--- config.mk ---
export PLATFORM = sky130hd
export DESIGN_NAME = srdc_cell
export DESIGN_NICKNAME = d
export VERILOG_FILES = /design/src/rtl/srdc_pkg.sv /design/src/rtl/srdc_cell.sv
export SDC_FILE = /design/constraint.sdc
export NUM_CORES = 1
export LEC_CHECK = 0
export ABC_CLOCK_PERIOD_IN_PS = 20000
export CORE_MARGIN = 2
export CORE_UTILIZATION = 45
export DETAILED_ROUTE_END_ITERATION = 7
export DONT_BUFFER_PORTS = 1
export PLACE_DENSITY = 0.59
export SYNTH_ARGS = -nofsm -noshare
export SYNTH_HDL_FRONTEND = slang
export SYNTH_SLANG_ARGS = --single-unit
--- constraint.sdc ---
create_clock -name aclk -period 20 [get_ports aclk]
set_clock_uncertainty 0.15 [all_clocks]
set_input_delay 4 -clock aclk [delete_from_list [all_inputs] [get_ports aclk]]
set_output_delay 4 -clock aclk [all_outputs]
set_load 0.01 [all_outputs]
--- src/rtl/srdc_pkg.sv ---
// Shared types and constants for the sensor report dedup cache.
// No dependencies.
package srdc_pkg;

    localparam int ENTRIES_DEF = 16;
    localparam logic [31:0] INTERVAL_RESET = 32'd3000;
    localparam int SLOT_W = 4;

    typedef enum logic [2:0] {
        OUT_SUPPRESSED = 3'd0,
        OUT_NEW        = 3'd1,
        OUT_CHANGED    = 3'd2,
        OUT_EXPIRED    = 3'd3,
        OUT_REPLACED   = 3'd4
    } outcome_t;

    typedef struct packed {
        logic [47:0]        address;
        logic signed [15:0] temperature;
        logic [15:0]        humidity;
        logic [7:0]         battery;
        logic [31:0]        now_time;
    } query_t;

    // scan token handed from cell to cell
    typedef struct packed {
        logic              active;
        logic              done;
        logic              emit;
        outcome_t          outcome;
        logic [SLOT_W-1:0] slot;
        logic [31:0]       oldest_time;
    } token_t;

endpackage

--- src/rtl/srdc_cell.sv ---
// One table entry of the dedup cache with its slice of the scan.
// Depends on srdc_pkg.
module srdc_cell import srdc_pkg::*; #(
    parameter int IDX_W    = 4,
    parameter int CELL_IDX = 0
) (
    input  logic             aclk,
    input  logic             aresetn,
    input  query_t           query,
    input  logic [31:0]      interval,
    input  token_t           tok_in,
    input  logic [IDX_W-1:0] oldest_in,
    output token_t           tok_out,
    output logic [IDX_W-1:0] oldest_out,
    input  logic             rep_wr,
    input  logic [IDX_W-1:0] rep_idx
);

    localparam logic [IDX_W-1:0] MY_IDX = IDX_W'(CELL_IDX);

    logic               valid_reg;
    logic [47:0]        addr_reg;
    logic [15:0]        temp_reg;
    logic [15:0]        hum_reg;
    logic [7:0]         batt_reg;
    logic [31:0]        time_reg;

    token_t             tok_reg, tok_next;
    logic [IDX_W-1:0]   oldest_reg, oldest_next;
    logic               self_wr;
    logic               changed;
    logic               expired;
    logic [31:0]        age;

    always_comb begin
        age      = query.now_time - time_reg;
        expired  = age >= interval;
        changed  = (temp_reg != query.temperature) || (hum_reg != query.humidity) ||
                   (batt_reg != query.battery);
        tok_next    = tok_in;
        oldest_next = oldest_in;
        self_wr     = 1'b0;
        if (tok_in.active && !tok_in.done) begin
            if (!valid_reg) begin
                self_wr          = 1'b1;
                tok_next.done    = 1'b1;
                tok_next.emit    = 1'b1;
                tok_next.outcome = OUT_NEW;
                tok_next.slot    = SLOT_W'(CELL_IDX);
            end else begin
                if (time_reg < tok_in.oldest_time) begin
                    tok_next.oldest_time = time_reg;
                    oldest_next          = MY_IDX;
                end
                if (addr_reg == query.address) begin
                    tok_next.done = 1'b1;
                    tok_next.slot = SLOT_W'(CELL_IDX);
                    if (changed || expired) begin
                        self_wr          = 1'b1;
                        tok_next.emit    = 1'b1;
                        tok_next.outcome = changed ? OUT_CHANGED : OUT_EXPIRED;
                    end else begin
                        tok_next.emit    = 1'b0;
                        tok_next.outcome = OUT_SUPPRESSED;
                    end
                end
            end
        end
    end

    always_ff @(posedge aclk) begin
        if (!aresetn) begin
            valid_reg      <= 1'b0;
            tok_reg.active <= 1'b0;
        end else begin
            tok_reg    <= tok_next;
            oldest_reg <= oldest_next;
            if (self_wr || (rep_wr && rep_idx == MY_IDX)) begin
                valid_reg <= 1'b1;
                addr_reg  <= query.address;
                temp_reg  <= query.temperature;
                hum_reg   <= query.humidity;
                batt_reg  <= query.battery;
                time_reg  <= query.now_time;
            end
        end
    end

    assign tok_out    = tok_reg;
    assign oldest_out = oldest_reg;

endmodule

; Word level (Yosys, flattened, before mapping)
; Cells that the tools add are included.
[totals]
reg_bits = 167
latchBits = 0
ramBits = 0
romBits = 0
input_bits = 205
out_inout_bits = 46
wordCells = 43
memories = 0
[op_classes]
addsub = 1
n_mul = 0
div_mod_pow = 0
order_cmp = 2
n_eq_ne = 4
shifts = 0
muxes = 14
bitwise = 0
n_reduce_logical = 9
[op_table]
columns = cell, n
row1 = two-way mux 32 bit, 2
row2 = equality test 48 bit, 1
row3 = two-way mux 41 bit, 1
row4 = >= comparator 32 bit, 1
row5 = less-than comparator 32 bit, 1
row6 = inequality test 16 bit, 2
row7 = subtractor 32 bit, 1
row8 = two-way mux 9 bit, 2
row9 = two-way mux 4 bit, 4
row10 = inequality test 8 bit, 1
row11 = two-way mux 1 bit, 5
row12 = zero test 4 bit, 1
row13 = logical OR 1 bit, 4
row14 = logical AND 1 bit, 2
row15 = AND reduction 2 bit, 1
row16 = zero test 1 bit, 1

; Longest topological paths before layout
; Gate-level depths: netlist of run 1.
[depth]
depth_word = 10
depth_mapped = 20
depth_no_buf = 20

; Worst setup path before layout of run 1
; No wires, ideal clock.
[synth_path]
kind = in2reg
startpoint = input query[0] in the netlist's numbering
endpoint = register addr_reg[0], enable pin
setup_ps = 765
t_arrival_ps = 15733
required_time_ps = 19085
path_slack_ps = 3353
stages = 20
n_path_buf = 0
path_cell_list = inv_1 > ha_1 > inv_1 > fa_1 > a21o_1 > nor3b_2 > nor3_2 > a2111oi_2 > o31ai_1 > a21o_1 > nor3_1 > a311o_1 > ha_1 > nand4_1 > or2_2 > nor2_1 > and3_1 > a221oi_1 > o2bb2ai_1 > o21ai_0
[synth_via]
elab_chain_len = 9
[synth_lines]
columns = element, line_no
row1 = start: declaration, srdc_cell.sv:9  ; input query_t query,
row2 = subtractor 32 bit, srdc_cell.sv:36  ; age = query.now_time - time_reg;
row3 = >= comparator 32 bit, srdc_cell.sv:37  ; expired = age >= interval;
row4 = logical OR 1 bit, srdc_cell.sv:58  ; if (changed || expired) begin
row5 = two-way mux 1 bit, srdc_cell.sv:58
row6 = two-way mux 1 bit, srdc_cell.sv:55  ; if (addr_reg == query.address) begin
row7 = two-way mux 1 bit, srdc_cell.sv:44  ; if (!valid_reg) begin
row8 = two-way mux 1 bit, srdc_cell.sv:43  ; if (tok_in.active && !tok_in.done) begin
row9 = logical OR 1 bit, srdc_cell.sv:78  ; if (self_wr || (rep_wr && rep_idx == MY_IDX)) begin
row10 = AND reduction 2 bit (no source line), --
row11 = end signal: assignment, srdc_cell.sv:80  ; addr_reg <= query.address;
row12 = end: declaration, srdc_cell.sv:22  ; logic [47:0] addr_reg;
; Every way passes these cells.
; A chain may end at the register's enable or synchronous reset.

; Worst setup path in the final report of run 1
[layout_path]
startpoint = input query[0] in the netlist's numbering
endpoint = register addr_reg[10], enable pin
; Same word-level chain as after synthesis.

==> results of run 1 <==
[through the flow]
| stage | setup slack, ps | power [uW] |
|---|---|---|
| 6_report | 10500 | 901 |
| 5_1_grt | 10080 | 943 |
| 4_1_cts | 10480 | 910 |
| 3_5_place_dp | 10050 | 565 |
| 3_3_place_gp | 10130 | 563 |
| 2_1_floorplan | 3350 | 537 |
[power groups by stage]
| stage | clock (uW) | sequential, uW | combinational, uW |
|---|---|---|---|
| 6_report | 344 | 415 | 143 |
| 5_1_grt | 365 | 416 | 162 |
| 4_1_cts | 352 | 415 | 143 |
| 3_5_place_dp | 0 | 423 | 142 |
| 3_3_place_gp | 0 | 423 | 141 |
| 2_1_floorplan | 0 | 423 | 115 |
[worst max-delay path, cell delays in order]
cell and delay [ps]:
inv_1 30, ha_1 170, inv_1 60, fa_1 390
a21o_1 200, nor3b_2 160, nor3_2 360, a2111oi_2 150
o31ai_1 320, a21o_1 180, nor3_1 50, a311o_1 330
ha_1 280, nand4_1 110, or2_2 320, nor2_1 170
and3_1 170, a221oi_1 130, o2bb2ai_1 250, o21ai_4 710
buf_4 780
[logic make-up (layout without fill, tap and decap cells)]
logic type / after synthesis / after routing / synth area share (%)
AOI/OAI and AO/OA: 221 / 221 / 16.0
adders and majority gates: 95 / 95 / 10.7
and+or+nand+nor: 316 / 316 / 14.2
buffers and inverters: 155 / 145 / 5.53
DFF: 167 / 167 / 44.6
xor gates and xnor gates: 113 / 113 / 8.83
muxes: 2 / 2 / 0.179
[path summary, 6_finish.rpt]
| path | startpoint | end | slack (ps) | cells past startpoint |
|---|---|---|---|---|
| worst max-delay path | query[0] | addr_reg[10] | 10500 | 21 |
| worst min-delay path | valid_reg | valid_reg | 450 | 1 |
| worst max register to register | time_reg[0] | addr_reg[10] | 13670 | 20 |
| worst min register to register | valid_reg | valid_reg | 450 | 1 |
[layout make-up]
cell class,count,area share [%]
Tap cell,324,3.35
Inverter,107,3.32
Sequential cell,167,41.3
Clock buffer,17,3.52
Multi-Input combinational cell,747,46.5
Clock inverter,15,1.60
Timing Repair Buffer,6,0.373
[routing by layer]
layer	vias to the layer above	wire, microns	share of wire, %
met5	-	0	0
met4	0	431	1.5
met3	28	2230	7.8
met2	274	12900	45
met1	3860	13000	45
li1	3924	-	-
[cells in the mapped netlist (26+ instances only)]
| cell | instances | share of area [%] |
|---|---|---|
| nand3_1 | 75 | 3.4 |
| nor4_1 | 26 | 1.5 |
| nand2_1 | 81 | 2.7 |
| clkbuf_1 | 34 | 1.1 |
| ha_1 | 94 | 10 |
| xor2_1 | 86 | 6.7 |
| edfxtp_1 | 165 | 44 |
| a21o_1 | 37 | 2.5 |
| inv_1 | 107 | 3.6 |
| nor3_1 | 41 | 1.8 |
| a21oi_1 | 39 | 1.7 |
| xnor2_1 | 27 | 2.1 |
| o311a_1 | 34 | 3.0 |
| o211ai_2 | 31 | 3.5 |
==> summary.txt, run 1 <==
Global route
  – Largest net degree at the start of global routing: 102
  – Total GRT Usage: 21.6%
  – Initial antenna violation count: 0
  – Number of global-route vias before repair: 7858
  – Met2 Use GR: 34.3%
  – First-pass GRT wire length: 43700 microns
  – GRT overflow: 0
  – Met1 GRT Util: 29.1%
  – GRT busiest layer: met2
  – GR met3 Demand/Resource: 5.75%

Critical path
  – CP max FO: 67
  – Worst Setup End Kind: flip-flop
  – Critical path class: in2reg
  – Type of origin of the critical path: primary input
  – Worst endpoint required time: 19910 ps
  – CP Data Arrival Time: 9410 ps

Clock network
  – CTS clk-pin slew, worst paths: 70 ps
  – H-tree depth: 4
  – Worst-skew pair later-pin latency: 440 ps
  – CTS resizes: 0
  – CTS Buf Count: 17
  – Num Clock Sinks: 167
  – Post-CTS Repair Setup Buffers: 0
  – CTS max path bufs: 2
  – # hold bufs at CTS: 0
  – CTS tree: done
  – CTS Root Cell: clkbuf_16

Floorplanning
  – FP Rows: 57
  – Area of the die: 0.0262 sq mm
  – Ports: 251
  – Core ar.: 0.0244 sq mm
  – DIE WIDTH: 162 microns
  – Die Y: 162 microns
  – Initial Util: 45.9%

Pwr
  – Leak pwr: 0.00486 uW
  – Gate power share: 15.8%
  – Internal power: 636 uW
  – Maximum VDD drop: 0.0000531 V
  – Reg power frac: 46.0%
  – Clock power frac: 38.2%
  – Switching part of the total: 29.5%
  – Net Switching: 266 uW
  – Pwr Density: 74.6 mW/mm^2

Timing
  – TNS Setup: 0 ps
  – Period minus WS final: 9500 ps
  – Fmax: 105 MHz
  – WHS: 449 ps
  – Rel. slew slack: 22.0%
  – Slew @ Worst Pin: 1170 ps
  – RSZ-0062 raised after global routing: false
  – # setup viols final: 0
  – Slew Limit Fails: 0
  – Final hold vios: 0
  – Final Cycle Share: 47.5%

Cells and area
  – Most frequent cells in the layout: edfxtp_1, inv_1, ha_1
  – Max reg flops: 48
  – Finished Core Util: 49.6%
  – Layout fillers: 2245
  – Post-route insts no fill: 1383
  – Antenna diode count: 0
  – Total area of sequential cells: 0.00499 sq mm
  – Area of the multi-input gates: 0.00562 sq mm
  – Area delta synth->final: 7.90%
  – Share of layout cells above drive strength 1: 8.12%
  – Post-route cell area: 0.0121 sq mm
  – Layout Nets: 1346
  – Commonest non-fill, non-tap cell in the layout: edfxtp_1

Detailed routing
  – DRC viols: 0
  – Routed len/inst: 20.7 microns
  – Routed WL: 28600 microns
  – Drt first pass iters: 6
  – Vias per Instance: 5.85
  – Detailed-route via count: 8086
  – Detailed Route Iter0 Violations: 511
  – Antenna Nets Post-Route: 0

Logic synthesis
  – Avg Cell Area, Syn: 10.5 sq um
  – Async S/R FF share, synth: 0%
  – Post-Syn Area: 0.0112 sq mm
  – Post-Syn Nets: 1369
  – Seq cells post-synth: 167
  – Ys flop type: edfxtp_1
  – Synth Instances: 1069
  – Post-synth EDFFs: 165
  – Seq/Total Area, Yosys: 44.6%
  – Yosys warnings: 0
  – Count of cell types in the netlist: 61

Run
  – Max-Cap Viols: 0

Placement
  – Placed cell areas: 0.0115 sq mm
  – # port buffers: 0
  – Dpl hpwl: 21100 microns
  – Post-placement cell count: 1351
  – Routability Congestion: 0.845

Outcome
  – Outcome: finished clean

Min path
  – Worst Hold Class: reg2reg
Note: power is estimated with default switching activity, not from simulation.
==> run 2: changes to the inputs <==
ABC_CLOCK_PERIOD_IN_PS = 8700   (was 20000)
PLACE_DENSITY = 0.61   (was 0.59)
clock period = 8.7 ns   (was 20 ns; I/O delays follow)
==> summary.txt, run 2 (same netlist as run 1, synthesis figures left out) <==
Outcome
  – Outcome: finished clean

Timing
  – TNS Setup: 0 ps
  – Rel. slew slack: 23.8%
  – RSZ-0062 raised after global routing: false
  – Slew @ Worst Pin: 1140 ps
  – Slew Limit Fails: 0
  – Final Cycle Share: 73.7%
  – Period minus WS final: 6410 ps
  – # setup viols final: 0
  – PnR worst setup slack: 2290 ps
  – Final hold vios: 0
  – Fmax: 156 MHz

Min path
  – Worst Hold Class: reg2reg
  – Hold Path Depth: 1

Cells and area
  – Max reg flops: 48
  – Finished Core Util: 49.6%
  – Layout Nets: 1347
  – Layout fillers: 2202
  – Most frequent cells in the layout: edfxtp_1, inv_1, ha_1
  – Share of layout cells above drive strength 1: 8.21%
  – Area delta synth->final: 7.97%
  – Post-route cell area: 0.0121 sq mm
  – Antenna diode count: 0
  – Post-route insts no fill: 1384
  – Commonest non-fill, non-tap cell in the layout: edfxtp_1

Clock network
  – CTS Buf Count: 17
  – # hold bufs at CTS: 0
  – Num Clock Sinks: 167
  – Worst-skew pair later-pin latency: 430 ps
  – H-tree depth: 4
  – Post-CTS Repair Setup Buffers: 0
  – CTS clk-pin slew, worst paths: 70 ps
  – CTS resizes: 0
  – CTS tree: done
  – CTS Root Cell: clkbuf_16
  – CTS max path bufs: 2

Run
  – Max-Cap Viols: 0

Detailed routing
  – DRC viols: 0
  – Antenna Nets Post-Route: 0
  – Detailed-route via count: 8104
  – Drt first pass iters: 5
  – Detailed Route Iter0 Violations: 583
  – Vias per Instance: 5.86
  – Routed len/inst: 20.4 microns
  – Routed WL: 28300 microns

Pwr
  – Internal power: 1460 uW
  – Maximum VDD drop: 0.000138 V
  – Clock power frac: 37.7%
  – Pwr Density: 170 mW/mm^2
  – Reg power frac: 46.3%
  – Gate power share: 16.1%
  – Leak pwr: 0.00487 uW
  – Net Switching: 598 uW
  – Switching part of the total: 29.0%

Global route
  – Largest net degree at the start of global routing: 102
  – Total GRT Usage: 21.4%
  – Number of global-route vias before repair: 7837
  – First-pass GRT wire length: 43400 microns
  – GRT overflow: 0
  – Initial antenna violation count: 0

Floorplanning
  – Core ar.: 0.0244 sq mm
  – Ports: 251
  – FP Rows: 57
  – DIE WIDTH: 162 microns
  – Area of the die: 0.0262 sq mm
  – Die Y: 162 microns
  – Initial Util: 45.9%

Critical path
  – Worst endpoint required time: 8610 ps
  – Reg2reg path depth: 20
  – Critical path class: in2reg
  – CP max FO: 94
  – Type of origin of the critical path: primary input
  – Worst Setup End Kind: flip-flop
  – CP Data Arrival Time: 6330 ps

Placement
  – Dpl hpwl: 21100 microns
  – Post-placement cell count: 1352
  – # port buffers: 0
  – Placed cell areas: 0.0115 sq mm
  – Setup WS pre-CTS: 1880 ps
  – Routability Congestion: 0.867
-- run 2: routing by layer --
layer,up-vias,track usage (%),share of wire (%)
met2,273,34.1,46
met1,3877,29.3,45
met4,0,6.64,1.8
met3,30,4.78,7.2
li1,3924,-,-
met5,-,0,0
-- run 2: path summary, 6_finish.rpt --
| check | startpoint | end | slack (ps) |
|---|---|---|---|
| setup reg to reg | time_reg[0] | addr_reg[21] | 3170 |
| hold / removal | valid_reg | valid_reg | 490 |
| setup / recovery | query[0] | addr_reg[21] | 2290 |
| hold reg to reg | valid_reg | valid_reg | 490 |
-- run 2: area by class of cell --
class	instances	area, sq um	area share [%]
timing repair buffer	7	65.1	0.538
inverter	107	402	3.32
tap	324	405	3.35
clock inverter	15	193	1.59
multi-input combinational	747	5610	46.4
sequential	167	4990	41.3
clock buffer	17	425	3.52
-- run 2: critical path: stages --
cell       delay (ps)
inv_1              30
ha_1              180
inv_1              60
fa_1              400
a21o_1            200
nor3b_2           170
nor3_2            350
a2111oi_2         140
o31ai_1           320
a21o_1            180
nor3_1             50
a311o_1           330
ha_1              270
nand4_1           100
or2_2             320
nor2_1            170
and3_1            180
a221oi_1          140
o2bb2ai_1         270
o21ai_4           220
buf_12            380
-- run 2: power by group through the flow --
stage | registers (uW) | clock network, uW | logic (uW)
after detailed placement | 972 | 0 | 329
after global placement | 971 | 0 | 324
final | 953 | 776 | 331
after CTS | 953 | 797 | 331
after global routing | 956 | 826 | 374
after floorplan | 965 | 0 | 264
-- run 2: through the flow --
| step | power [uW] | hold slack (ps) |
|---|---|---|
| 6_report | 2060 | 485 |
| 5_1_grt | 2160 | 515 |
| 2_1_floorplan | 1230 | 388 |
| 3_5_place_dp | 1300 | 450 |
| 4_1_cts | 2080 | 466 |
| 3_3_place_gp | 1290 | 447 |
